<file path="src/design/i8gap_pkg.sv">
package i8gap_pkg;

   localparam int SAMPLE_W  = 8;
   localparam int SUM_W     = 16;
   localparam int COUNT_W   = 8;
   localparam int RECIP_W   = 15;
   localparam int PROD_W    = 32;
   localparam int AVG_W     = 8;
   localparam int CHAN_W    = 6;
   localparam int CSR_ADDR_W = 3;
   localparam int CSR_DATA_W = 32;

   // Q15 product shift, then requantising shift with round-half-up
   localparam int Q_SHIFT   = 15;
   localparam int OUT_SHIFT = 6;
   localparam int ROUND_BIAS = 32;

   localparam logic [COUNT_W-1:0] PIXEL_COUNT_RESET = 8'd125;
   localparam logic [RECIP_W-1:0] RECIPROCAL_RESET  = 15'd16777;

   typedef enum logic [0:0] {
      REG_PIXEL_COUNT = 1'b0,
      REG_RECIPROCAL  = 1'b1
   } reg_index_type;

endpackage

</file>
<file path="src/design/i8gap_ram.sv">
module i8gap_ram #(
   parameter int WIDTH = 16,
   parameter int DEPTH = 64
) (
   input  logic                                       clock,
   input  logic                                       we,
   input  logic [((DEPTH > 1) ? $clog2(DEPTH) : 1)-1:0] waddr,
   input  logic [WIDTH-1:0]                           wdata,
   input  logic                                       re,
   input  logic [((DEPTH > 1) ? $clog2(DEPTH) : 1)-1:0] raddr,
   output logic [WIDTH-1:0]                           rdata
);

   logic [WIDTH-1:0] mem [DEPTH];
   logic [WIDTH-1:0] rdata_ff;

   // read returns the old contents on a same-address write
   always_ff @(posedge clock) begin
      if (we) begin
         mem[waddr] <= wdata;
      end
      if (re) begin
         rdata_ff <= mem[raddr];
      end
   end

   assign rdata = rdata_ff;

endmodule

</file>
<file path="src/design/int8_global_average_pool_core.sv">
// int8 global average pool.
// req_ carries one signed 8-bit activation per beat, pixel-major with the
// channel index running fastest; the block keeps its own channel and pixel
// position, so no framing travels with the samples. Each channel's running
// 16-bit sum lives in a RAM; on the last pixel of a frame every sample closes
// its channel, and one beat per channel leaves on rsp_ with the requantised
// mean, the channel number and last on the final channel of the frame.
// A sample is taken every cycle while req_stall is low. Three register
// stages stand between the two sides: sum RAM read, accumulate and
// multiply, requantise into the output register; rsp_valid rises once
// a closing sample has passed them in turn. Throughput is set by the single
// read-modify-write per beat on the sum RAM, one beat per unstalled cycle.
// While rsp_stall is high the output register holds its beat; samples that
// close no channel keep flowing, and req_stall rises only once a closing
// sample cannot move on.
// Reset clears the positions, marks every sum as zero through per-channel
// valid bits (no clearing pass) and restores pixel_count to 125 and
// reciprocal to 16777. Register writes on the APB port leave sums and
// positions alone.
module int8_global_average_pool_core
   import i8gap_pkg::*;
#(
   parameter int CHANNEL_COUNT = 64,
   parameter int MAX_PIXELS    = 128
) (
   input  logic                         clock,
   input  logic                         reset,

   input  logic                         req_valid,
   output logic                         req_stall,
   input  logic signed [SAMPLE_W-1:0]   req_sample,

   output logic                         rsp_valid,
   input  logic                         rsp_stall,
   output logic signed [AVG_W-1:0]      rsp_average,
   output logic [CHAN_W-1:0]            rsp_channel,
   output logic                         rsp_last,

   input  logic                         psel,
   input  logic                         penable,
   input  logic                         pwrite,
   input  logic [CSR_ADDR_W-1:0]        paddr,
   input  logic [CSR_DATA_W-1:0]        pwdata,
   output logic [CSR_DATA_W-1:0]        prdata,
   output logic                         pready
);

   localparam int CH_W  = (CHANNEL_COUNT > 1) ? $clog2(CHANNEL_COUNT) : 1;
   localparam int PIX_W = (MAX_PIXELS > 1) ? $clog2(MAX_PIXELS) : 1;
   localparam logic [CH_W-1:0] LAST_CH      = CH_W'(CHANNEL_COUNT - 1);
   localparam logic [8:0]      LAST_PIX_MAX = 9'(MAX_PIXELS - 1);

   // ---------------- configuration ----------------
   logic [COUNT_W-1:0] pixel_count_ff, pixel_count_in;
   logic [RECIP_W-1:0] reciprocal_ff, reciprocal_in;
   logic               csr_write;
   reg_index_type      csr_index;

   assign pready    = 1'b1;
   assign csr_write = psel & penable & pwrite & pready;
   assign csr_index = reg_index_type'(paddr[2]);

   always_comb begin
      pixel_count_in = pixel_count_ff;
      reciprocal_in  = reciprocal_ff;
      prdata         = '0;
      case (csr_index)
         REG_PIXEL_COUNT: begin
            prdata = CSR_DATA_W'(pixel_count_ff);
            if (csr_write) pixel_count_in = pwdata[COUNT_W-1:0];
         end
         REG_RECIPROCAL: begin
            prdata = CSR_DATA_W'(reciprocal_ff);
            if (csr_write) reciprocal_in = pwdata[RECIP_W-1:0];
         end
         default: begin
            prdata = '0;
         end
      endcase
   end

   always_ff @(posedge clock) begin
      if (reset) begin
         pixel_count_ff <= PIXEL_COUNT_RESET;
         reciprocal_ff  <= RECIPROCAL_RESET;
      end else begin
         pixel_count_ff <= pixel_count_in;
         reciprocal_ff  <= reciprocal_in;
      end
   end

   // ---------------- position tracking ----------------
   logic [CH_W-1:0]  ch_ff, ch_in;
   logic [PIX_W-1:0] pix_ff, pix_in;
   logic [8:0]       lim_raw, lim;
   logic             last_pix, last_ch;
   logic             accept;

   // zero count behaves as one, and the count is capped at MAX_PIXELS
   assign lim_raw  = (pixel_count_ff == '0) ? 9'd0 : {1'b0, pixel_count_ff} - 9'd1;
   assign lim      = (lim_raw > LAST_PIX_MAX) ? LAST_PIX_MAX : lim_raw;
   assign last_pix = 9'(pix_ff) >= lim;
   assign last_ch  = ch_ff == LAST_CH;
   assign accept   = req_valid & ~req_stall;

   always_comb begin
      ch_in  = ch_ff;
      pix_in = pix_ff;
      if (accept) begin
         if (last_ch) begin
            ch_in  = '0;
            pix_in = last_pix ? '0 : pix_ff + 1'b1;
         end else begin
            ch_in  = ch_ff + 1'b1;
         end
      end
   end

   always_ff @(posedge clock) begin
      if (reset) begin
         ch_ff  <= '0;
         pix_ff <= '0;
      end else begin
         ch_ff  <= ch_in;
         pix_ff <= pix_in;
      end
   end

   // ---------------- stage 1: accumulate and multiply ----------------
   logic                       s1_valid_ff, s1_valid_in;
   logic signed [SAMPLE_W-1:0] s1_sample_ff;
   logic [CH_W-1:0]            s1_ch_ff;
   logic                       s1_close_ff;
   logic                       s1_last_ff;
   logic                       s1_hit_ff;
   logic                       s1_fwd_ff;
   logic [SUM_W-1:0]           s1_fwd_data_ff;
   logic                       s1_hold, s1_adv;

   logic [SUM_W-1:0]           ram_rdata;
   logic [SUM_W-1:0]           sum_base, sum_new, sum_wdata;
   logic signed [PROD_W-1:0]   product;
   logic [CHANNEL_COUNT-1:0]   sum_valid_ff;

   logic                       s2_valid_ff, s2_valid_in;
   logic signed [PROD_W-1:0]   s2_prod_ff;
   logic [CH_W-1:0]            s2_ch_ff;
   logic                       s2_last_ff;
   logic                       s2_hold, s2_adv;

   logic                       rsp_valid_ff, rsp_valid_in;
   logic signed [AVG_W-1:0]    rsp_average_ff;
   logic [CHAN_W-1:0]          rsp_channel_ff;
   logic                       rsp_last_ff;
   logic                       out_hold;

   assign out_hold  = rsp_valid_ff & rsp_stall;
   assign s2_hold   = s2_valid_ff & out_hold;
   // only a closing beat needs room downstream
   assign s1_hold   = s1_valid_ff & s1_close_ff & s2_hold;
   assign s1_adv    = s1_valid_ff & ~s1_hold;
   assign s2_adv    = s2_valid_ff & ~s2_hold;
   assign req_stall = s1_hold;

   // back-to-back beats on the same channel (single channel) bypass the RAM
   assign sum_base  = s1_fwd_ff ? s1_fwd_data_ff : (s1_hit_ff ? ram_rdata : '0);
   assign sum_new   = sum_base + SUM_W'(s1_sample_ff);
   assign sum_wdata = s1_close_ff ? '0 : sum_new;
   assign product   = $signed(sum_new) * $signed({1'b0, reciprocal_ff});

   i8gap_ram #(
      .WIDTH (SUM_W),
      .DEPTH (CHANNEL_COUNT)
   ) u_sum_ram (
      .clock (clock),
      .we    (s1_adv),
      .waddr (s1_ch_ff),
      .wdata (sum_wdata),
      .re    (accept),
      .raddr (ch_ff),
      .rdata (ram_rdata)
   );

   assign s1_valid_in = accept | (s1_valid_ff & ~s1_adv);

   always_ff @(posedge clock) begin
      if (reset) begin
         s1_valid_ff  <= 1'b0;
         sum_valid_ff <= '0;
      end else begin
         s1_valid_ff <= s1_valid_in;
         if (s1_adv) begin
            sum_valid_ff[s1_ch_ff] <= 1'b1;
         end
      end
   end

   always_ff @(posedge clock) begin
      if (accept) begin
         s1_sample_ff   <= req_sample;
         s1_ch_ff       <= ch_ff;
         s1_close_ff    <= last_pix;
         s1_last_ff     <= last_ch;
         s1_hit_ff      <= sum_valid_ff[ch_ff];
         s1_fwd_ff      <= s1_adv & (s1_ch_ff == ch_ff);
         s1_fwd_data_ff <= sum_wdata;
      end
   end

   // ---------------- stage 2: requantise and saturate ----------------
   logic signed [16:0] q;
   logic signed [17:0] q_round;
   logic signed [11:0] r;
   logic signed [AVG_W-1:0] avg;
   logic [CH_W+CHAN_W-1:0]  ch_wide;

   assign q       = s2_prod_ff[PROD_W-1:Q_SHIFT];
   assign q_round = {q[16], q} + 18'(ROUND_BIAS);
   assign r       = q_round[17:OUT_SHIFT];
   assign ch_wide = {{CHAN_W{1'b0}}, s2_ch_ff};

   always_comb begin
      if (r > 12'sd127) begin
         avg = 8'sd127;
      end else if (r < -12'sd128) begin
         avg = -8'sd128;
      end else begin
         avg = r[AVG_W-1:0];
      end
   end

   assign s2_valid_in  = (s1_adv & s1_close_ff) | (s2_valid_ff & ~s2_adv);
   assign rsp_valid_in = s2_adv | out_hold;

   always_ff @(posedge clock) begin
      if (reset) begin
         s2_valid_ff  <= 1'b0;
         rsp_valid_ff <= 1'b0;
      end else begin
         s2_valid_ff  <= s2_valid_in;
         rsp_valid_ff <= rsp_valid_in;
      end
   end

   always_ff @(posedge clock) begin
      if (s1_adv & s1_close_ff) begin
         s2_prod_ff <= product;
         s2_ch_ff   <= s1_ch_ff;
         s2_last_ff <= s1_last_ff;
      end
      if (s2_adv) begin
         rsp_average_ff <= avg;
         rsp_channel_ff <= ch_wide[CHAN_W-1:0];
         rsp_last_ff    <= s2_last_ff;
      end
   end

   assign rsp_valid   = rsp_valid_ff;
   assign rsp_average = rsp_average_ff;
   assign rsp_channel = rsp_channel_ff;
   assign rsp_last    = rsp_last_ff;

   // ---------------- checks ----------------
   assert property (@(posedge clock) disable iff (reset)
      accept && last_ch |=> ch_ff == '0)
      else $error("channel position did not wrap after the last channel");

   assert property (@(posedge clock) disable iff (reset)
      9'(pix_ff) <= LAST_PIX_MAX)
      else $error("pixel position beyond the largest frame");

   assert property (@(posedge clock) disable iff (reset)
      accept && s1_adv && (s1_ch_ff == ch_ff) |-> CHANNEL_COUNT == 1)
      else $error("sum bypass taken with more than one channel");

   assert property (@(posedge clock) disable iff (reset)
      s1_hold |-> s2_valid_ff && rsp_valid_ff)
      else $error("closing beat held with room downstream");

endmodule
</file>
<file path="config.mk">
export PLATFORM = sky130hd
export DESIGN_NAME = int8_global_average_pool_core
export DESIGN_NICKNAME = d
export VERILOG_FILES = /design/src/design/i8gap_pkg.sv /design/src/design/i8gap_ram.sv /design/src/design/int8_global_average_pool_core.sv
export SDC_FILE = /design/constraint.sdc
export NUM_CORES = 2
export LEC_CHECK = 0
export CAP_MARGIN = 15
export CORE_ASPECT_RATIO = 1.25
export CORE_MARGIN = 3
export CORE_UTILIZATION = 60
export DETAILED_ROUTE_END_ITERATION = 10
export DONT_BUFFER_PORTS = 1
export PLACE_DENSITY = 0.76
export SLEW_MARGIN = 20
export SYNTH_ARGS = -nofsm -noshare
export SYNTH_HDL_FRONTEND = slang
export SYNTH_HIERARCHICAL = 1
export SYNTH_SLANG_ARGS = --single-unit
</file>
<file path="constraint.sdc">
create_clock -name clock -period 23.2 [get_ports clock]
set_input_delay 5.8 -clock clock [delete_from_list [all_inputs] [get_ports clock]]
set_output_delay 5.8 -clock clock [all_outputs]
set_load 0.02 [all_outputs]
</file>
# Word-level counts from Yosys, hierarchy flattened
# Memory sizes are Yosys's and may differ from the RTL's. A register that Yosys moved wholly into a read port is not among the register bits.
# Cells that the tools add are included.
# totals
regBits	191
out_inout_bits	50
inputBits	50
rom_bits	0
n_memories	1
mem_bits_rw	1024
latch_bits	0
# op_classes
reduce_logical	5
div	0
multipliers	1
n_bitwise	22
mux	15
n_shift	0
magnitude_cmp	7
n_addsub	5
eq_ne	2
# mem_list
name	depth	width	read_ports	rd_ports_with_merged_regs	write_ports	line_no	source
u_sum_ram.mem	64	16	1	1	1	i8gap_ram.sv:14	logic [WIDTH-1:0] mem [DEPTH];
# op_table
cell	count
$or 64x64->64	1
$pmux 32 s2	1
$mux 16	3
$mul 16x16->32	1
$add 17x7->18 const B	1
$mux 9	2
$add 16x16->16	1
$lt 6x7->1 const B	2
$and 1x1->1	13
$gt 12x8->1 const B	1
$lt 12x8->1 const B	1
$ge 7x9->1	1
$gt 9x7->1 const B	1
$sub 8x1->9 const B	1
$logic_not 8->1	1
$mux 8	1
$add 7x1->7 const B	1
$mux 7	1
$add 6x1->6 const B	1
$bmux 1 s6	1
$demux 1 s6	1
$eq 6x6->1	1
$eq 6x6->1 const B	1
$ge 6x1->1 const B	1
other kinds (6)	17

# Longest topological paths before layout
# logic_depth
word_depth	8
depth_mapped	38
depth_no_buf	34

# Hierarchy
# Netlist, hierarchy kept.
# modules_own_cells
mod	instances	cells_each	seq_area_each_um2	area_each_um2
i8gap_ram	1	1829	31230.0	40202.3
int8_global_average_pool_core	1	1839	4103.9	17540.6

# Least setup slack after synthesis
# No wires, ideal clock.
# synth_timing
path_type	input to output
from	input paddr[2]
to	output prdata[0]
required_time_ps	17400
arrival_time_ps	6659
stages	3
path_slack_ps	10741
cell_sequence	clkbuf_1 > clkbuf_1 > o21ai_0
# synth_between
elab_chain_cells	2
# synth_lines
element	line_no	source
start: declaration	int8_global_average_pool_core.sv:42	input logic [CSR_ADDR_W-1:0] paddr,
$not 1->1	--	
$pmux 32 s2 (*)	int8_global_average_pool_core.sv:67	case (csr_index)
end: declaration	int8_global_average_pool_core.sv:44	output logic [CSR_DATA_W-1:0] prdata,
# Every way passes the cells marked *; elsewhere a longest branch is shown, timed or not. The select of a mux whose other input is x is not followed.

# Worst setup path after layout
# layout_timing
from	input rsp_stall
to	output req_stall
# layout_between
elab_chain_cells	3
# layout_lines
element	line_no	source
start: declaration	int8_global_average_pool_core.sv:34	input logic rsp_stall,
$and 1x1->1	int8_global_average_pool_core.sv:157	assign out_hold = rsp_valid_ff & rsp_stall;
$and 1x1->1	int8_global_average_pool_core.sv:158	assign s2_hold = s2_valid_ff & out_hold;
$and 1x1->1	int8_global_average_pool_core.sv:160	assign s1_hold = s1_valid_ff & s1_close_ff & s2_hold;
end: declaration	int8_global_average_pool_core.sv:30	output logic req_stall,
# Every way passes these cells.

==> results by group <==
Min path
  – Hold Path Class: reg -> reg

Logic synthesis
  – Synth warn: 6
  – Post-synthesis async set-or-reset flop share: 0%
  – Number of synthesized register bits: around 1200
  – Sequential area share after synthesis: 61.2%
  – Cells after synthesis: 3668
  – Share of the synthesized area in the top cell type: 57.6%
  – EDFF count, synth: 1108
  – Synth cell types: between 70 and 80
  – Syn_area_per_cell: 15.7 sq um
  – Top cells by area, synth: edfxtp_1 58%, mux4_2 9.3%, fa_1 8.3%, dfxtp_1 3.6%, ha_1 2.5%
  – Cell accounting for the most synthesized area: edfxtp_1
  – Ys flop type: edfxtp_1
  – Post-Synthesis Cell Area: between 50000 and 60000 sq um

Layout
  – Nets@finish: 4106
  – Proportion of layout cells with a drive suffix above 1: 16.6%
  – Commonest non-fill, non-tap cell in the layout: edfxtp_1
  – Fill count: 6323
  – Area Growth Syn to Fin: 9.28%
  – Most frequent cells in the layout: 1108 x edfxtp_1, 307 x inv_1, 242 x nand2_1

Clock network
  – PostCTS Resize Cnt: 0
  – # Post-CTS Setup Buffers: 0
  – Post-CTS Hold Buffers: 0
  – Clock Latency Late Sink: roughly 0.7 ns
  – Clock tree buffer depth: 3
  – CTS tree: done
  – Worst-path clk slew: 0.06 ns
  – Clock sinks: 1211
  – CTS root buf: clkbuf_16
  – H-tree levels: 3
  – CTS Buf Count: 109

STA
  – FMAX: 81.3 MHz
  – Fin crit period: 12.30 ns
  – Clock skew: 0.0315 ns
  – Tcrit/Tclk final: a little over half
  – Max Slew Vio Count: 0
  – Fin. Hold Viols: 0
  – Slew HR: 20.6%
  – Unrepaired setup endpoints after global routing: no
  – Setup-failing EPs final: 0
  – Least-Margin Pin Slew: 1.18 ns
  – Setup_tns: 0 ns

Drt
  – First-pass DRT Iterations: 5
  – Final WL: 134000 microns
  – WL/cell: 26.4 microns
  – Vias: 31800
  – Via density per instance: around 6.3
  – Routed Antenna Nets: 0
  – DRC: 0
  – Starting DRT DRC Count: 3339

Setup path
  – Critical-path top delay cell: nor2_1
  – Critical path type: in -> out
  – CP Cell Sequence: nand3_1 > nor2_1
  – Largest stage delay, worst path: roughly 0.58 ns
  – Setup crit start kind: input port
  – Crit path max-delay family: simple AND/OR/NAND/NOR gates
  – Crit path DAT: 6.50 ns
  – CP bufs+invs: 0
  – Setup crit end kind: output port
  – Critical-path maximum fanout: 4
  – Critical Path RT: 17.40 ns

Place
  – Gp weighted congestion: between 0.9 and 1
  – DPL Wire Length: 80800 microns
  – Number of buffers added on ports: 0

Global route
  – Initial antenna violation count: 5
  – Total grt overflow: 0
  – Vias in the first global route: 32700
  – Global-route wire length before repair: a little over 200000 microns
  – Tot GR Track Use: 27.2%
  – Largest net degree at the start of global routing: 123

Pwr
  – Clk network pwr share: 24.1%
  – Pwr Density: 124 nW/um^2
  – Peak supply drop: approximately 0.00021 V
  – NetSw: about 2.7 mW
  – Logic pwr share: 41.9%
  – Pleak: 22.0 nW
  – Tot Pwr: roughly 7.8 mW
  – Switching Share: 34.9%
  – Reg power frac: 34.0%
  – Internal power: between 5 and 6 mW

Floorplanning
  – # IOs: 100
  – Initial Util: 60.8%
  – Die area: 100000 sq um
  – Row Count: 126
  – Die Wd: 283 microns
  – Core Area: ~95000 sq um
  – Die Y: 353 microns

Outcome
  – Status: completed

Run
  – MaxCap Viol Count: 0
layout make-up:
cell class	instances	area [sq um]	share of cell area, %
sequential	1211	35300	56.0
multi-input combinational	1954	20200	32.1
clock buffer	121	2790	4.43
tap	1280	1600	2.54
inverter	307	1150	1.83
clock inverter	80	1020	1.62
timing repair buffer	120	926	1.47
antenna	3	7.51	0.0119
worst reg2reg max path, delay by kind of cell, from the launching register on:
| kind | cells | cell delay [ns] |
|---|---|---|
| flops | 1 | 0.64 |
| simple gates | 5 | 1.29 |
| buf+inv | 5 | 0.43 |
| fa+ha+maj | 9 | 4.04 |
| compound gates | 11 | 2.75 |
metal layers:
metal | track usage, % | vias to the layer above | part of all wire, %
li1 | - | 13500 | -
met1 | 34.8 | 16400 | 36
met2 | 45.9 | 1499 | 51
met3 | 4.29 | 344 | 7.7
met4 | 13.1 | 6 | 5.4
met5 | 0 | - | 0.031
registers in the layout, indices dropped and copies added, names as in the netlist, 6 cells and up, named ones only:
signal,flops
rsp_channel,6
s2_ch_ff,6
reciprocal_ff,15
sum_valid_ff,64
pixel_count_ff,8
rsp_average,8
u_sum_ram/rdata,16
u_sum_ram/mem,1024
s1_fwd_data_ff,16
s2_prod_ff,12
s1_ch_ff,6
pix_ff,7
s1_sample_ff,8
ch_ff,6
synthesized netlist by cell type, types with 8 or more instances:
library cell	count
nand3_1	49
buf_2	48
and3_1	13
nor2b_1	68
clkbuf_1	96
buf_4	32
nand3b_1	8
xnor2_1	44
a221oi_1	17
o21ai_0	38
ha_1	114
a211oi_1	18
and4_1	8
a21oi_1	122
a21o_1	13
nor3_1	17
a22o_1	21
a311oi_1	11
a211o_1	16
xor2_1	26
nand2_1	242
a31oi_1	12
dfxtp_1	103
buf_6	18
edfxtp_1	1108
nand4_1	21
fa_1	239
mux4_2	238
a22oi_1	43
mux2i_1	98
and2_1	113
inv_1	307
nor2_1	175
nand2b_1	26
mux2_2	38
cells by family (layout without fill, tap and decap cells):
logic type,after synthesis,in the layout,share of synthesized area [%]
buf+inv,519,628,4.13
flops,1211,1211,61.2
mux,382,382,12.0
compound gates,362,362,4.29
simple gates,768,768,6.52
fa+ha+maj,353,353,10.8
xor+xnor,71,71,1.09
other cells,2,21,0.0130
power by group through the flow:
stage	Sequential (mW)	Clock, mW	Combinational, mW
3_3_place_gp	2.71	0	3.19
3_5_place_dp	2.72	0	3.27
6_report	2.67	1.89	3.29
2_1_floorplan	2.71	0	2.51
4_1_cts	2.67	1.92	3.31
5_1_grt	2.67	2.01	3.74
path summary, 6_finish.rpt:
| path | startpoint | end | slack (ns) | depth (start not counted) |
|---|---|---|---|---|
| worst min register to register | s2_ch_ff[4]$_DFFE_PP_ | rsp_channel[4]$_DFFE_PP_ | 0.39 | 0 |
| worst max register to register | s1_fwd_ff$_DFFE_PP_ | s2_prod_ff[26]$_DFFE_PP_ | 13.80 | 30 |
| worst max-delay path | rsp_stall | req_stall | 10.90 | 2 |
| worst min-delay path | s2_ch_ff[4]$_DFFE_PP_ | rsp_channel[4]$_DFFE_PP_ | 0.39 | 0 |
through the flow:
| stage | instance area, sq um | std cells | util [%] | hold WS (ns) | setup WS (ns) |
|---|---|---|---|---|---|
| after floorplan | 57800 | 3684 | - | 0.400 | 10.74 |
| after detailed placement | 59300 | 4872 | 62.5 | 0.405 | 10.90 |
| after CTS | 63100 | 5073 | 66.5 | 0.398 | 10.90 |
| after global placement | 59300 | 4872 | 62.5 | 0.404 | 10.93 |
| after global routing | 63100 | 5074 | 66.5 | 0.410 | 10.88 |
| final | 63100 | 5076 | 66.5 | 0.395 | 10.90 |
(Power assumes the default switching activity.)
